--- config.mk ---
export PLATFORM = sky130hd
export DESIGN_NAME = reload_down_timer_8bit
export DESIGN_NICKNAME = d
export VERILOG_FILES = /design/src/rdt_pkg.sv /design/src/rdt_core.sv /design/src/reload_down_timer_8bit.sv
export SDC_FILE = /design/constraint.sdc
export NUM_CORES = 1
export LEC_CHECK = 0
export ABC_AREA = 1
export BUFFER_PORTS_ARGS = -buffer_cell sky130_fd_sc_hd__clkbuf_2
export CORE_MARGIN = 10
export CORE_UTILIZATION = 50
export DETAILED_ROUTE_END_ITERATION = 16
export GPL_TIMING_DRIVEN = 1
export PLACE_DENSITY_LB_ADDON = 0.05
export SETUP_SLACK_MARGIN = 0.02
export SYNTH_ARGS = -nofsm -noshare
export SYNTH_HDL_FRONTEND = slang
export SYNTH_HIERARCHICAL = 1
export SYNTH_SLANG_ARGS = --single-unit
--- constraint.sdc ---
create_clock -name clk_i -period 2.9 [get_ports clk_i]
set_input_delay 0.435 -clock clk_i [delete_from_list [all_inputs] [get_ports clk_i]]
set_output_delay 0.435 -clock clk_i [all_outputs]
set_load 0.005 [all_outputs]
--- src/rdt_pkg.sv ---
// shared types and constants for the reload down timer
package rdt_pkg;

  typedef enum logic [1:0] {
    CMD_READ  = 2'd0,
    CMD_WRITE = 2'd1,
    CMD_TICK  = 2'd2
  } cmd_e;

  localparam logic       WORD_CTRL  = 1'b0;
  localparam logic       WORD_COUNT = 1'b1;

  localparam int unsigned CtlBits   = 3;
  localparam logic [2:0] CTL_MASK   = 3'h7;
  localparam logic [2:0] CTL_RUN    = 3'h1;
  localparam logic [2:0] CTL_PRESET = 3'h2;

  typedef struct packed {
    logic [1:0]  cmd;
    logic        word_select;
    logic [15:0] write_data;
  } item_t;

  typedef struct packed {
    logic [15:0] read_data;
    logic        underflow_irq;
  } result_t;

endpackage

--- src/rdt_core.sv ---
// timer state registers and the per-word update and read logic
module rdt_core
  import rdt_pkg::*;
(
  input  logic        clk_i,
  input  logic        rst_ni,
  input  logic        take_i,
  input  item_t       item_i,
  input  logic [15:0] prescale_i,
  output result_t     result_o
);

  logic [CtlBits-1:0] ctl_q, ctl_d;
  logic [7:0]         reload_q, reload_d;
  logic [7:0]         count_q, count_d;
  logic [15:0]        left_q, left_d;
  cmd_e               cmd;

  assign cmd = cmd_e'(item_i.cmd);

  always_comb begin
    ctl_d    = ctl_q;
    reload_d = reload_q;
    count_d  = count_q;
    left_d   = left_q;
    result_o = '0;
    case (cmd)
      CMD_READ: begin
        if (item_i.word_select == WORD_CTRL) begin
          result_o.read_data = {reload_q, 5'd0, ctl_q};
        end else begin
          result_o.read_data = {8'd0, count_q};
        end
      end
      CMD_WRITE: begin
        if (item_i.word_select == WORD_CTRL) begin
          ctl_d = item_i.write_data[CtlBits-1:0] & CTL_MASK;
          // preset takes the reload value from before this write
          if ((ctl_d & CTL_PRESET) != '0) begin
            count_d = reload_q;
          end
          reload_d = item_i.write_data[15:8];
        end
      end
      CMD_TICK: begin
        if ((ctl_q & CTL_RUN) != '0 && prescale_i != 16'd0) begin
          if (left_q == 16'd0) begin
            left_d = prescale_i - 16'd1;
            if (count_q == 8'd0) begin
              count_d                = reload_q;
              result_o.underflow_irq = 1'b1;
            end else begin
              count_d = count_q - 8'd1;
            end
          end else begin
            left_d = left_q - 16'd1;
          end
        end
      end
      default: begin
      end
    endcase
  end

  always_ff @(posedge clk_i or negedge rst_ni) begin
    if (!rst_ni) begin
      ctl_q    <= '0;
      reload_q <= '0;
      count_q  <= '0;
      left_q   <= '0;
    end else if (take_i) begin
      ctl_q    <= ctl_d;
      reload_q <= reload_d;
      count_q  <= count_d;
      left_q   <= left_d;
    end
  end

endmodule

--- src/reload_down_timer_8bit.sv ---
// a result word appears in the cycle after its input word is accepted
// throughput: one word per cycle unless a held result waits on ready_i, set by the single output register stage
// ready_o stays high while the output register is empty or being drained
// reset: async active low; control, reload, counter, prescaler and the
// prescale register clear to zero, output register empties
module reload_down_timer_8bit
  import rdt_pkg::*;
(
  input  logic        clk_i,
  input  logic        rst_ni,
  // prescale register write
  input  logic        prescale_we_i,
  input  logic [15:0] prescale_cycles_i,
  // input word channel
  input  logic        valid_i,
  output logic        ready_o,
  input  logic [1:0]  cmd_i,
  input  logic        word_select_i,
  input  logic [15:0] write_data_i,
  // result word channel
  output logic        valid_o,
  input  logic        ready_i,
  output logic [15:0] read_data_o,
  output logic        underflow_irq_o
);

  logic [15:0] prescale_q;
  logic        out_valid_q, out_valid_d;
  result_t     out_q;
  result_t     result;
  item_t       item;
  logic        take;

  // accept whenever the output slot is free or is emptied this cycle
  assign ready_o = !out_valid_q || ready_i;
  assign take    = valid_i && ready_o;

  assign item.cmd         = cmd_i;
  assign item.word_select = word_select_i;
  assign item.write_data  = write_data_i;

  // the user must change prescale only while idle; the block does not enforce this, it is a plain register
  always_ff @(posedge clk_i or negedge rst_ni) begin
    if (!rst_ni) begin
      prescale_q <= '0;
    end else if (prescale_we_i) begin
      prescale_q <= prescale_cycles_i;
    end
  end

  rdt_core u_core (
    .clk_i      (clk_i),
    .rst_ni     (rst_ni),
    .take_i     (take),
    .item_i     (item),
    .prescale_i (prescale_q),
    .result_o   (result)
  );

  // output register: filled on accept, cleared when drained with nothing new
  always_comb begin
    out_valid_d = out_valid_q;
    if (take) begin
      out_valid_d = 1'b1;
    end else if (ready_i) begin
      out_valid_d = 1'b0;
    end
  end

  always_ff @(posedge clk_i or negedge rst_ni) begin
    if (!rst_ni) begin
      out_valid_q <= 1'b0;
    end else begin
      out_valid_q <= out_valid_d;
    end
  end

  // payload needs no reset
  always_ff @(posedge clk_i) begin
    if (take) begin
      out_q <= result;
    end
  end

  assign valid_o         = out_valid_q;
  assign read_data_o     = out_q.read_data;
  assign underflow_irq_o = out_q.underflow_irq;

endmodule

# Word level (Yosys, flattened, before mapping)
# Cells that the tools add are included.
dict set report word_totals {
  ram_bits 0
  memories 0
  romBits 0
  elab_cells 48
  out_inout_bits 19
  in_bits 40
  reg_bits 69
  latch_bits 0
}
dict set report op_classes {
  n_mux 11
  bitwise_logic 2
  n_addsub 3
  shift 0
  div 0
  n_mul 0
  n_lt_le_gt_ge 0
  reduce_logical 16
  eq_ne 6
}
# cell n
set ops {}
lappend ops {{$mux 8} 5}
lappend ops {{$sub 16x1->16 const B} 2}
lappend ops {{$logic_not 16->1} 1}
lappend ops {{$mux 16} 1}
lappend ops {{$pmux 8 s2} 1}
lappend ops {{$reduce_bool 16->1} 1}
lappend ops {{$reduce_and 3->1} 3}
lappend ops {{$logic_not 8->1} 1}
lappend ops {{$sub 8x1->8 const B} 1}
lappend ops {{$reduce_and 6->1} 1}
lappend ops {{$ne 2x1->1 const B} 2}
lappend ops {{$ne 2x2->1 const B} 2}
lappend ops {{$reduce_bool 2->1} 2}
lappend ops {{$mux 1} 3}
lappend ops {{$mux 3} 1}
lappend ops {{$eq 2x1->1 const B} 1}
lappend ops {{$eq 2x2->1 const B} 1}
lappend ops {{$logic_and 1x1->1} 2}
lappend ops {{$logic_not 2->1} 1}
lappend ops {{$not 1->1} 2}
lappend ops {{$reduce_and 2->1} 1}
lappend ops {{$reduce_or 2->1} 1}
lappend ops {{$logic_not 1->1} 1}
lappend ops {{$logic_or 1x1->1} 1}

# Longest topological paths before layout
# Gate-level depths: netlist of run 1.
dict set report logic_depth {
  word_depth 5
  depth_mapped 14
  ltp_nobuf 14
}

# By module
# The synthesis of run 1 kept the hierarchy.
# module cells_each area_per_inst_um2 n_inst
set by_module_without_submodules {}
lappend by_module_without_submodules {rdt_core 374 2539.9 1}
lappend by_module_without_submodules {reload_down_timer_8bit 90 1204.9 1}

# Worst setup path before layout of run 1
# No wires, ideal clock.
dict set report synth_path {
  kind {input to register}
  start {input valid_i}
  end {register u_core.reload_q[0]}
  arrival_ns 2.419
  setup_slack_ns 0.350
  path_stages 7
  path_buffers 2
  cell_sequence {inv_1 a21oi_1 nand4_1 inv_1 clkbuf_1 clkbuf_1 o21ai_0}
}
dict set report synth_between {
  elab_chain_cells 2
}
# item line
set synth_lines {}
lappend synth_lines {{start, declared} reload_down_timer_8bit.sv:15} ;# input logic valid_i,
lappend synth_lines {{$logic_and 1x1->1} reload_down_timer_8bit.sv:36} ;# assign take = valid_i && ready_o;
lappend synth_lines {{$reduce_and 3->1 (no source line)} --}
lappend synth_lines {{end signal, assigned} rdt_core.sv:73} ;# reload_q <= reload_d;
lappend synth_lines {{end, declared} rdt_core.sv:14} ;# logic [7:0] reload_q, reload_d;
# No other way between the ends.
# A chain may end at the register's enable or synchronous reset.

# Worst setup path in the final report of run 1
dict set report layout_path {
  start {register u_core.left_q[7]}
  end {register u_core.left_q[4]}
}
dict set report layout_between {
  elab_chain_cells 2
}
# item line
set layout_lines {}
lappend layout_lines {{start, declared} rdt_core.sv:16} ;# logic [15:0] left_q, left_d;
lappend layout_lines {{start signal, assigned} rdt_core.sv:75} ;# left_q <= left_d;
lappend layout_lines {{$logic_not 16->1} rdt_core.sv:47} ;# if (left_q == 16'd0) begin
lappend layout_lines {{$mux 16} rdt_core.sv:47}
# No other way between the ends.

==> results_dict.tcl, run 1 <==
set metrics [dict create \
    path_depth 11 \
    worstSetupPathType "reg -> reg" \
    grt_overflow 0 \
    cap_violations 0 \
    dr.pass1.iters 5 \
    drive_above_1_share 0.211 \
    final_common_cell "nand2_1" \
    drt_iter0_drc 159 \
    slowest_stage "dfrtp_1" \
    wl_um 8460 \
    setup_tns_ns 0 \
    period_needed_ns 2.18 \
    cts_setup_buffers 0 \
    detail-route-antenna-nets 0 \
    cp_num_buf_inv 0 \
    rrSetupSlack_ns 0.72 \
    clock-sinks 69 \
    syn_inst 464 \
    grtUsageTotal 0.159 \
    maxSlewViolCount 0 \
    antenna_found_initial 0 \
    num_vias 3053 \
    required_ns 3.11 \
    synthAdderAreaFrac 0.0100 \
    area_delta_synth_final_pct 14.4 \
    max-slew-margin-rel 0.607 \
    power-per-cell-area_mw_per_mm2 681 \
    cts_resized 0 \
    max_freq_ghz 0.459 \
    die_w_um 107 \
    crit_top_cell "nor2_1" \
    reg2reg_depth 11 \
    critPathMaxFanout 18 \
    grt_pass1_vias 3035 \
    nets 564 \
    initial_utilization 0.516 \
    cts_buffers 9 \
    leakage_nw 2.18 \
    hp-class "in -> async" \
    synthXorXnorAreaFrac 0.0117 \
    coreArea_mm2 0.00725 \
    total_power_mw 2.92 \
    synth_top_family_by_area "simple AND/OR/NAND/NOR gates" \
    hold_viol_final 0 \
    place.gp.congestion 0.885 \
    n_antenna_cell 0 \
    r2r_end "u_core/left_q[4]" \
    drc_errors 0 \
    cp_cell_sequence "nor2_1 -> nand2_2 -> nor2_8 -> nand3_1 -> nand2_2 -> ha_1 -> nand2_1 -> nor2_1 -> nor2_1 -> o21ai_0 -> o21ai_0" \
    cts.reportedPaths.clkPinSlew_ns 0.08 \
    clock_latency_ns 0.35 \
    r2r_start "u_core/left_q[7]" \
    path_delay_family "simple AND/OR/NAND/NOR gates" \
    cp-start-kind "flop" \
    end_kind "flop" \
    cp.arrival_ns 2.39 \
    layout_common_cells "115 x nand2_1, 76 x inv_1, 53 x clkbuf_2, 52 x dfrtp_1, 43 x o21ai_0" \
    cts_buffer_depth 2 \
    synth_compound_area_frac 0.0909 \
    fin_crit_sh 0.751 \
    vdd_ir_drop_max_uv 286 \
    holdBufCountCts 0 \
    synthMuxAreaShare 0 \
    cts-root-buf "clkbuf_8" \
    die-area_mm2 0.0114 \
    pin_count 59 \
    die_y_um 107 \
    grt_pass1_wl_um 14700 \
    grt_max_degree 36 \
    setup_viol 0 \
    status "finished clean" \
    yosys_register_bits 69 \
    htreeDepth 3 \
    rows 31 \
    ys_warn_count 6 \
    cts_tree "yes" \
    syn_area_mm2 0.00374 \
    synth_area_per_cell_um2 8.07 \
    critPathMaxStageDelay_ns 0.39 \
    skew_ns 0.0104 \
    synth_simple_gate_area_share 0.298 \
    dp_hpwl_um 6410 \
    tightestPinTransition_ns 0.589 \
    synth_cell_types 34 \
    vias_per_cell 4.88 \
    rsz0062_at_grt "false" \
    syn-num-nets 507 \
    io_buffers 53 \
    yosysSeqAreaShare 0.484 \
    wl_per_cell_um 13.5 \
]
how the worst max path moves through the flow:
stage / slack [ns] / from / to
3_3_place_gp: 0.76 / u_core/left_q[9] / u_core/left_q[4]
3_5_place_dp: 0.75 / u_core/left_q[9] / u_core/left_q[4]
4_1_cts: 0.71 / u_core/left_q[9] / u_core/left_q[4]
5_1_grt: 0.51 / u_core/left_q[7] / u_core/left_q[4]
6_report: 0.72 / u_core/left_q[7] / u_core/left_q[4]
2_1_floorplan: 0.35 / valid_i / u_core/reload_q[0]
worst register-to-register path, stage by stage, from the launching register on:
cell	delay, ns
dfrtp_1	0.39
nor2_1	0.16
nand2_2	0.11
nor2_8	0.25
nand3_1	0.16
nand2_2	0.14
ha_1	0.23
nand2_1	0.11
nor2_1	0.17
nor2_1	0.06
o21ai_0	0.14
o21ai_0	0.11
metal layers:
layer  GRT usage  up-vias  routed length [um]
met5           0        -                   0
li1            -     1575                   -
met1       0.226     1395                4270
met4      0.0609        0                 125
met3      0.0441       10                 536
met2       0.224       73                3530
cell type report:
cell class | instances | area [um2]
sequential | 69 | 1810
clock buffer | 9 | 124
timing repair buffer | 58 | 303
multi-input combinational | 305 | 1540
clock inverter | 7 | 88.8
tap | 99 | 124
inverter | 78 | 293
fill | 711 | 2970
through the flow:
stage | setup WS [ns] | area [um2] | hold slack (ns) | util | instances
finish | 0.723 | 4290 | 0.0225 | 0.591 | 625
detailed placement | 0.745 | 4070 | 0.411 | 0.561 | 609
floorplan | 0.350 | 3740 | 0.139 | - | 464
CTS | 0.712 | 4290 | 0.0311 | 0.591 | 625
global route | 0.507 | 4290 | 0.0581 | 0.591 | 625
global placement | 0.764 | 4070 | 0.421 | 0.561 | 609
registers in the layout (all words and copies together), names as in the netlist:
register         count
underflow_irq_o      1
u_core/left_q       16
u_core/ctl_q         3
prescale_q          16
read_data_o         16
u_core/reload_q      8
valid_o              1
u_core/count_q       8
cells in the mapped netlist (all sizes together):
| master | number | share of area |
|---|---|---|
| nor2 | 52 | 0.069 |
| xor2 | 4 | 0.0094 |
| o21ai | 48 | 0.068 |
| a21oi | 7 | 0.0094 |
| o22ai | 2 | 0.0033 |
| nor4 | 2 | 0.0033 |
| dfrtp | 52 | 0.35 |
| and2 | 1 | 0.0023 |
| nor3b | 1 | 0.0020 |
| inv | 78 | 0.078 |
| clkbuf | 3 | 0.0030 |
| edfxtp | 17 | 0.14 |
| nor3 | 3 | 0.0040 |
| nand4 | 5 | 0.0084 |
| ha | 3 | 0.010 |
| buf | 9 | 0.024 |
| nand3 | 41 | 0.065 |
| nand2 | 130 | 0.14 |
| o211ai | 4 | 0.0080 |
| xnor2 | 1 | 0.0023 |
| a21o | 1 | 0.0020 |
power breakdown:
group,internal (mW),total [mW],switching [mW]
Sequential,1.16,1.25,0.0960
Combinational,0.270,0.815,0.545
Clock,0.480,0.855,0.375
logic make-up (layout without fill, tap and decap cells):
| family | count (synthesis) | count (layout) |
|---|---|---|
| xor gates and xnor gates | 5 | 5 |
| and+or+nand+nor | 235 | 235 |
| AOI/OAI and AO/OA | 62 | 62 |
| adders and majority gates | 3 | 3 |
| buffers and inverters | 90 | 152 |
| DFF | 69 | 69 |
Power figures use the tool's default switching activity.
==> run 2, diff against run 1 <==
Clock period 2.9 ns to 2.1 ns, I/O delays scaled along.
==> results_dict.tcl, run 2 (same netlist as run 1, synthesis figures left out) <==
set metrics [dict create \
    rrSetupSlack_ns 0.18 \
    pin_count 59 \
    setup_viol 0 \
    worstSetupPathType "reg -> reg" \
    met3_length_um 593 \
    wl_met2_um 3690 \
    sw_frac_of_total 0.359 \
    crit_start "u_core/left_q[9]" \
    pre_cts_slack_ns 0.107 \
    die-area_mm2 0.0114 \
    num_vias 3049 \
    io_buffers 53 \
    dp_hpwl_um 6470 \
    clock_latency_ns 0.35 \
    power-per-cell-area_mw_per_mm2 922 \
    fin_crit_sh 0.913 \
    top_layer "met4" \
    hp-class "in -> reg" \
    vias_per_cell 4.84 \
    drc_errors 0 \
    grt_pass1_vias 2990 \
    rows 31 \
    clock-sinks 69 \
    tightestPinTransition_ns 0.586 \
    layout_common_cells "115 x nand2_1, 76 x inv_1, 53 x clkbuf_2, 52 x dfrtp_1, 43 x o21ai_0" \
    area_delta_synth_final_pct 15.5 \
    cts_buffer_depth 2 \
    slowest_stage "dfrtp_1" \
    drive_above_1_share 0.220 \
    cp.arrival_ns 2.12 \
    r2r_start "u_core/left_q[9]" \
    stdcell_count 630 \
    grt_pass1_wl_um 14400 \
    period_needed_ns 1.92 \
    placed_cells 613 \
    grt_overflow 0 \
    cap_violations 0 \
    htreeDepth 3 \
    cp_cell_sequence "nor2_1 -> nand2_2 -> nor2_8 -> buf_6 -> nand3_2 -> nand2_4 -> nand3_4 -> nor2_4 -> nand2_1 -> nand3_1 -> o21ai_0" \
    coreArea_mm2 0.00725 \
    die_w_um 107 \
    max-slew-margin-rel 0.609 \
    end_kind "flop" \
    wl_per_cell_um 13.5 \
    cp_num_buf_inv 1 \
    hold_viol_final 0 \
    maxSlewViolCount 0 \
    cp-start-kind "flop" \
    pwr-share-comb 0.298 \
    worst_slack_ns 0.183 \
    nets 569 \
    place.gp.congestion 0.846 \
    cts-root-buf "clkbuf_8" \
    drt_iter0_drc 165 \
    power.net_switching_mw 1.43 \
    required_ns 2.31 \
    r2r_end "u_core/left_q[7]" \
    critPathMaxStageDelay_ns 0.40 \
    pwr-share-clk 0.269 \
    max_freq_ghz 0.522 \
    cts_tree "yes" \
    cts_buffers 9 \
    critPathMaxFanout 15 \
    leakage_nw 2.19 \
    grt_max_degree 33 \
    final_common_cell "nand2_1" \
    reg2reg_depth 11 \
    cts.reportedPaths.clkPinSlew_ns 0.08 \
    p_int_mw 2.55 \
    rsz0062_at_grt "true" \
    wl_um 8480 \
    vdd_ir_drop_max_uv 452 \
    setup_tns_ns 0 \
    path_depth 11 \
    n_antenna_cell 0 \
    path_delay_family "simple AND/OR/NAND/NOR gates" \
    fin_hold_ws_ns 0.171 \
    skew_ns 0.0158 \
    initial_utilization 0.516 \
    die_y_um 107 \
    power_frac_seq 0.433 \
    status "finished clean" \
    met1Wirelength_um 4150 \
    detail-route-antenna-nets 0 \
    dr.pass1.iters 5 \
    antenna_found_initial 0 \
    crit_end "u_core/left_q[7]" \
    grtUsageTotal 0.157 \
]
run 2: cell count changes in the layout (fill, tap and decap cells not counted), sizes merged:
cell,delta
clkbuf,+1
dlygate4sd3,+1
bufinv,-1
buf,+4
run 2: power groups by stage:
stage	Sequential (mW)	Clock [mW]	Combinational (mW)
global placement	1.75	0	1.12
finish	1.72	1.07	1.19
global route	1.75	1.15	1.35
floorplan	1.72	0	0.896
CTS	1.73	1.10	1.15
detailed placement	1.75	0	1.14
run 2: worst min path at each step:
stage                     startpoint            endpoint  depth (start not counted)
2_1_floorplan                 rst_ni       prescale_q[0]                          0
3_3_place_gp                  rst_ni   u_core/count_q[4]                          1
3_5_place_dp                  rst_ni   u_core/count_q[4]                          1
4_1_cts        prescale_cycles_i[15]      prescale_q[15]                          3
5_1_grt             write_data_i[14]  u_core/reload_q[6]                          3
6_report       prescale_cycles_i[15]      prescale_q[15]                          3
run 2: timing repair:
item | 4_1_cts | 5_1_grt
endpoints found under the setup margin | 0 | 7
hold buffers | 1 | 0
buffers inserted | 0 | 0
resized for setup | 0 | 5
endpoints found under the hold margin | 14 | 0
run 2: final cells by class:
cell class                 instances  area (um2)
fill                             679        2930
sequential                        69        1810
clock buffer                      10         128
timing repair buffer              63         350
tap                               99         124
multi-input combinational        305        1560
clock inverter                     6        63.8
inverter                          78         293
run 2: tightest hold or removal path, cell delays in order:
cell and delay, ns:
clkbuf_2 0.07, nand2_1 0.05, o21ai_2 0.04
run 2: through the flow:
step / area, um2 / power [mW] / util
global route: 4330 / 4.26 / 0.597
detailed placement: 4100 / 2.89 / 0.566
floorplan: 3750 / 2.61 / -
global placement: 4100 / 2.87 / 0.566
finish: 4330 / 3.99 / 0.597
CTS: 4300 / 3.97 / 0.593
run 2: per-layer routing:
layer / up-vias / track usage
met5: - / 0
met4: 0 / 0.0493
met3: 2 / 0.0519
met2: 81 / 0.227
met1: 1375 / 0.217
li1: 1591 / -
==> run 3, diff against run 2 <==
Settings changed: SYNTH_HIERARCHICAL 1 to unset.
==> results_dict.tcl, run 3 <==
set metrics [dict create \
    htreeDepth 3 \
    cts-root-buf "clkbuf_8" \
    wl_um 8330 \
    n_fill_cell 680 \
    synth_area_per_cell_um2 8.00 \
    cts.reportedPaths.clkPinSlew_ns 0.07 \
    max-slew-margin-rel 0.549 \
    rsz0062_at_grt "true" \
    yosysSeqAreaShare 0.497 \
    io_buffers 53 \
    rows 31 \
    end_kind "flop" \
    cts_tree "yes" \
    drive_above_1_share 0.199 \
    critPathMaxFanout 16 \
    reg2reg_depth 11 \
    drc_errors 0 \
    dr.pass1.iters 5 \
    synth_area_leader_cell "dfrtp_1" \
    cts_buffer_depth 2 \
    cp-start-kind "flop" \
    setup_viol 0 \
    synth.most_common_cell "nand2_1" \
    cp.arrival_ns 2.14 \
    tightestPinTransition_ns 0.676 \
    drt_iter0_drc 121 \
    leakage_nw 2.15 \
    r2r_start "u_core.left_q[11]" \
    rrSetupSlack_ns 0.16 \
    crit_end "u_core.left_q[6]" \
    place.gp.congestion 0.854 \
    ys_warn_count 0 \
    clock-sinks 69 \
    r2r_end "u_core.left_q[6]" \
    cp_num_buf_inv 1 \
    pin_count 59 \
    yosys-top-cells-count "118 x nand2_1, 71 x inv_1, 52 x dfrtp_1, 52 x o21ai_0, 44 x nor2_1" \
    syn_inst 456 \
    grt_overflow 0 \
    layout_common_cells "117 x nand2_1, 71 x inv_1, 53 x clkbuf_2, 52 x o21ai_0, 52 x dfrtp_1" \
    required_ns 2.30 \
    synth-edff-count 17 \
    worst_slack_ns 0.161 \
    die_w_um 105 \
    max_freq_ghz 0.516 \
    cts_buffers 9 \
    detail-route-antenna-nets 0 \
    syn_area_mm2 0.00365 \
    synth_cell_types 31 \
    async_reset_ff_frac 0.754 \
    maxSlewViolCount 0 \
    yosys_register_bits 69 \
    cap_violations 0 \
    setup_tns_ns 0 \
    hold_viol_final 0 \
    grt_pass1_wl_um 14200 \
    nets 560 \
    synth_top_area_frac 0.357 \
    critPathMaxStageDelay_ns 0.41 \
    total_power_mw 5.08 \
    vias_per_cell 4.89 \
    vdd_ir_drop_max_uv 600 \
    dominantRegCellSynth "dfrtp_1" \
    grt_max_degree 53 \
    final_common_cell "nand2_1" \
    hp-class "in -> async" \
    num_vias 3037 \
    wl_per_cell_um 13.4 \
    crit_start "u_core.left_q[11]" \
    n_antenna_cell 0 \
    initial_utilization 0.508 \
    dp_hpwl_um 6230 \
    path_depth 11 \
    grtUsageTotal 0.156 \
    worstSetupPathType "reg -> reg" \
    die_y_um 105 \
    slowest_stage "dfrtp_1" \
    cts_setup_buffers 0 \
    status "finished clean" \
    antenna_found_initial 0 \
    syn-num-nets 499 \
    cp_cell_sequence "nor2_1 -> nand2_2 -> nor2_8 -> buf_6 -> nand3_1 -> nand2_1 -> nand3_4 -> nor2_4 -> nor2_1 -> o21ai_1 -> o21ai_0" \
    crit_top_cell "nor2_1" \
    grt_pass1_vias 2946 \
    fin_crit_sh 0.923 \
    skew_ns 0.0108 \
    period_needed_ns 1.94 \
    coreArea_mm2 0.00718 \
    clock_latency_ns 0.34 \
    ys_top_cells_by_area "dfrtp_1 36%, edfxtp_1 14%, nand2_1 12%" \
    power-per-cell-area_mw_per_mm2 1190 \
    path_delay_family "simple AND/OR/NAND/NOR gates" \
    area_delta_synth_final_pct 17.0 \
    die-area_mm2 0.0111 \
    pre_cts_slack_ns 0.0975 \
]
==> run 3: changes by cell type in the layout (fill, tap and decap cells not counted), sizes merged, moves of 2 or more <==
cell	previous run	this run
a21oi	7	4
nor4	2	4
clkbuf	63	65
o211ai	4	0
inv	79	72
mux2	0	2
o21ai	48	56
nand2	130	128
nand3	41	38
==> run 3: through the flow <==
stage	hold slack, ns	std cells	cell area, um2	utilization
6_report	0.0882	621	4270	0.595
5_1_grt	0.126	621	4270	0.595
4_1_cts	0.113	621	4230	0.590
3_5_place_dp	0.486	605	4040	0.563
3_3_place_gp	0.484	605	4040	0.563
2_1_floorplan	0.0194	456	3650	-
==> run 3: cells by family after synthesis <==
kind of cell | after synthesis | share of synthesized area
simple gates | 230 | 0.292
xor+xnor | 5 | 0.0120
mux | 2 | 0.00617
flops | 69 | 0.497
compound gates | 63 | 0.0885
fa+ha+maj | 3 | 0.0103
buf+inv | 84 | 0.0940
==> run 3: final cells by class <==
cell class	count	area (um2)	share of cell area
inverters	72	270	0.0633
clock inverters	4	48.8	0.0114
multi-input cells	303	1530	0.358
repair buffers	62	340	0.0797
clock buffers	12	145	0.0340
flip-flops and latches	69	1810	0.424
well taps	99	124	0.0290
==> run 3: worst min-delay path by stage <==
| stage | endpoint | slack, ns | depth (start not counted) |
|---|---|---|---|
| 2_1_floorplan | prescale_q[0] | 0.02 | 0 |
| 3_3_place_gp | valid_o | 0.48 | 2 |
| 3_5_place_dp | u_core.count_q[5] | 0.49 | 2 |
| 4_1_cts | u_core.count_q[5] | 0.11 | 2 |
| 5_1_grt | u_core.count_q[5] | 0.13 | 2 |
| 6_report | u_core.count_q[5] | 0.09 | 2 |
==> run 3: report_power, final <==
group | switching, mW | internal [mW]
Clock | 0.511 | 0.581
Sequential | 0.169 | 1.67
Combinational | 1.41 | 0.736
==> run 3: repair_timing <==
| item | in CTS | in global routing |
|---|---|---|
| hold buffers | 0 | 0 |
| resized for setup | 0 | 8 |
| endpoints found under the setup margin | 0 | 7 |
==> run 3: routing by layer <==
layer / track usage / wire length, um
met1: 0.227 / 4330
met2: 0.212 / 3330
met3: 0.0499 / 586
met4: 0.0510 / 80
met5: 0 / 0
==> run 3: worst register-to-register path, cell delays in order (launching register included) <==
cell     delay (ns)
dfrtp_1        0.41
nor2_1         0.14
nand2_2        0.10
nor2_8         0.15
buf_6          0.17
nand3_1        0.10
nand2_1        0.15
nand3_4        0.15
nor2_4         0.14
nor2_1         0.06
o21ai_1        0.12
o21ai_0        0.10
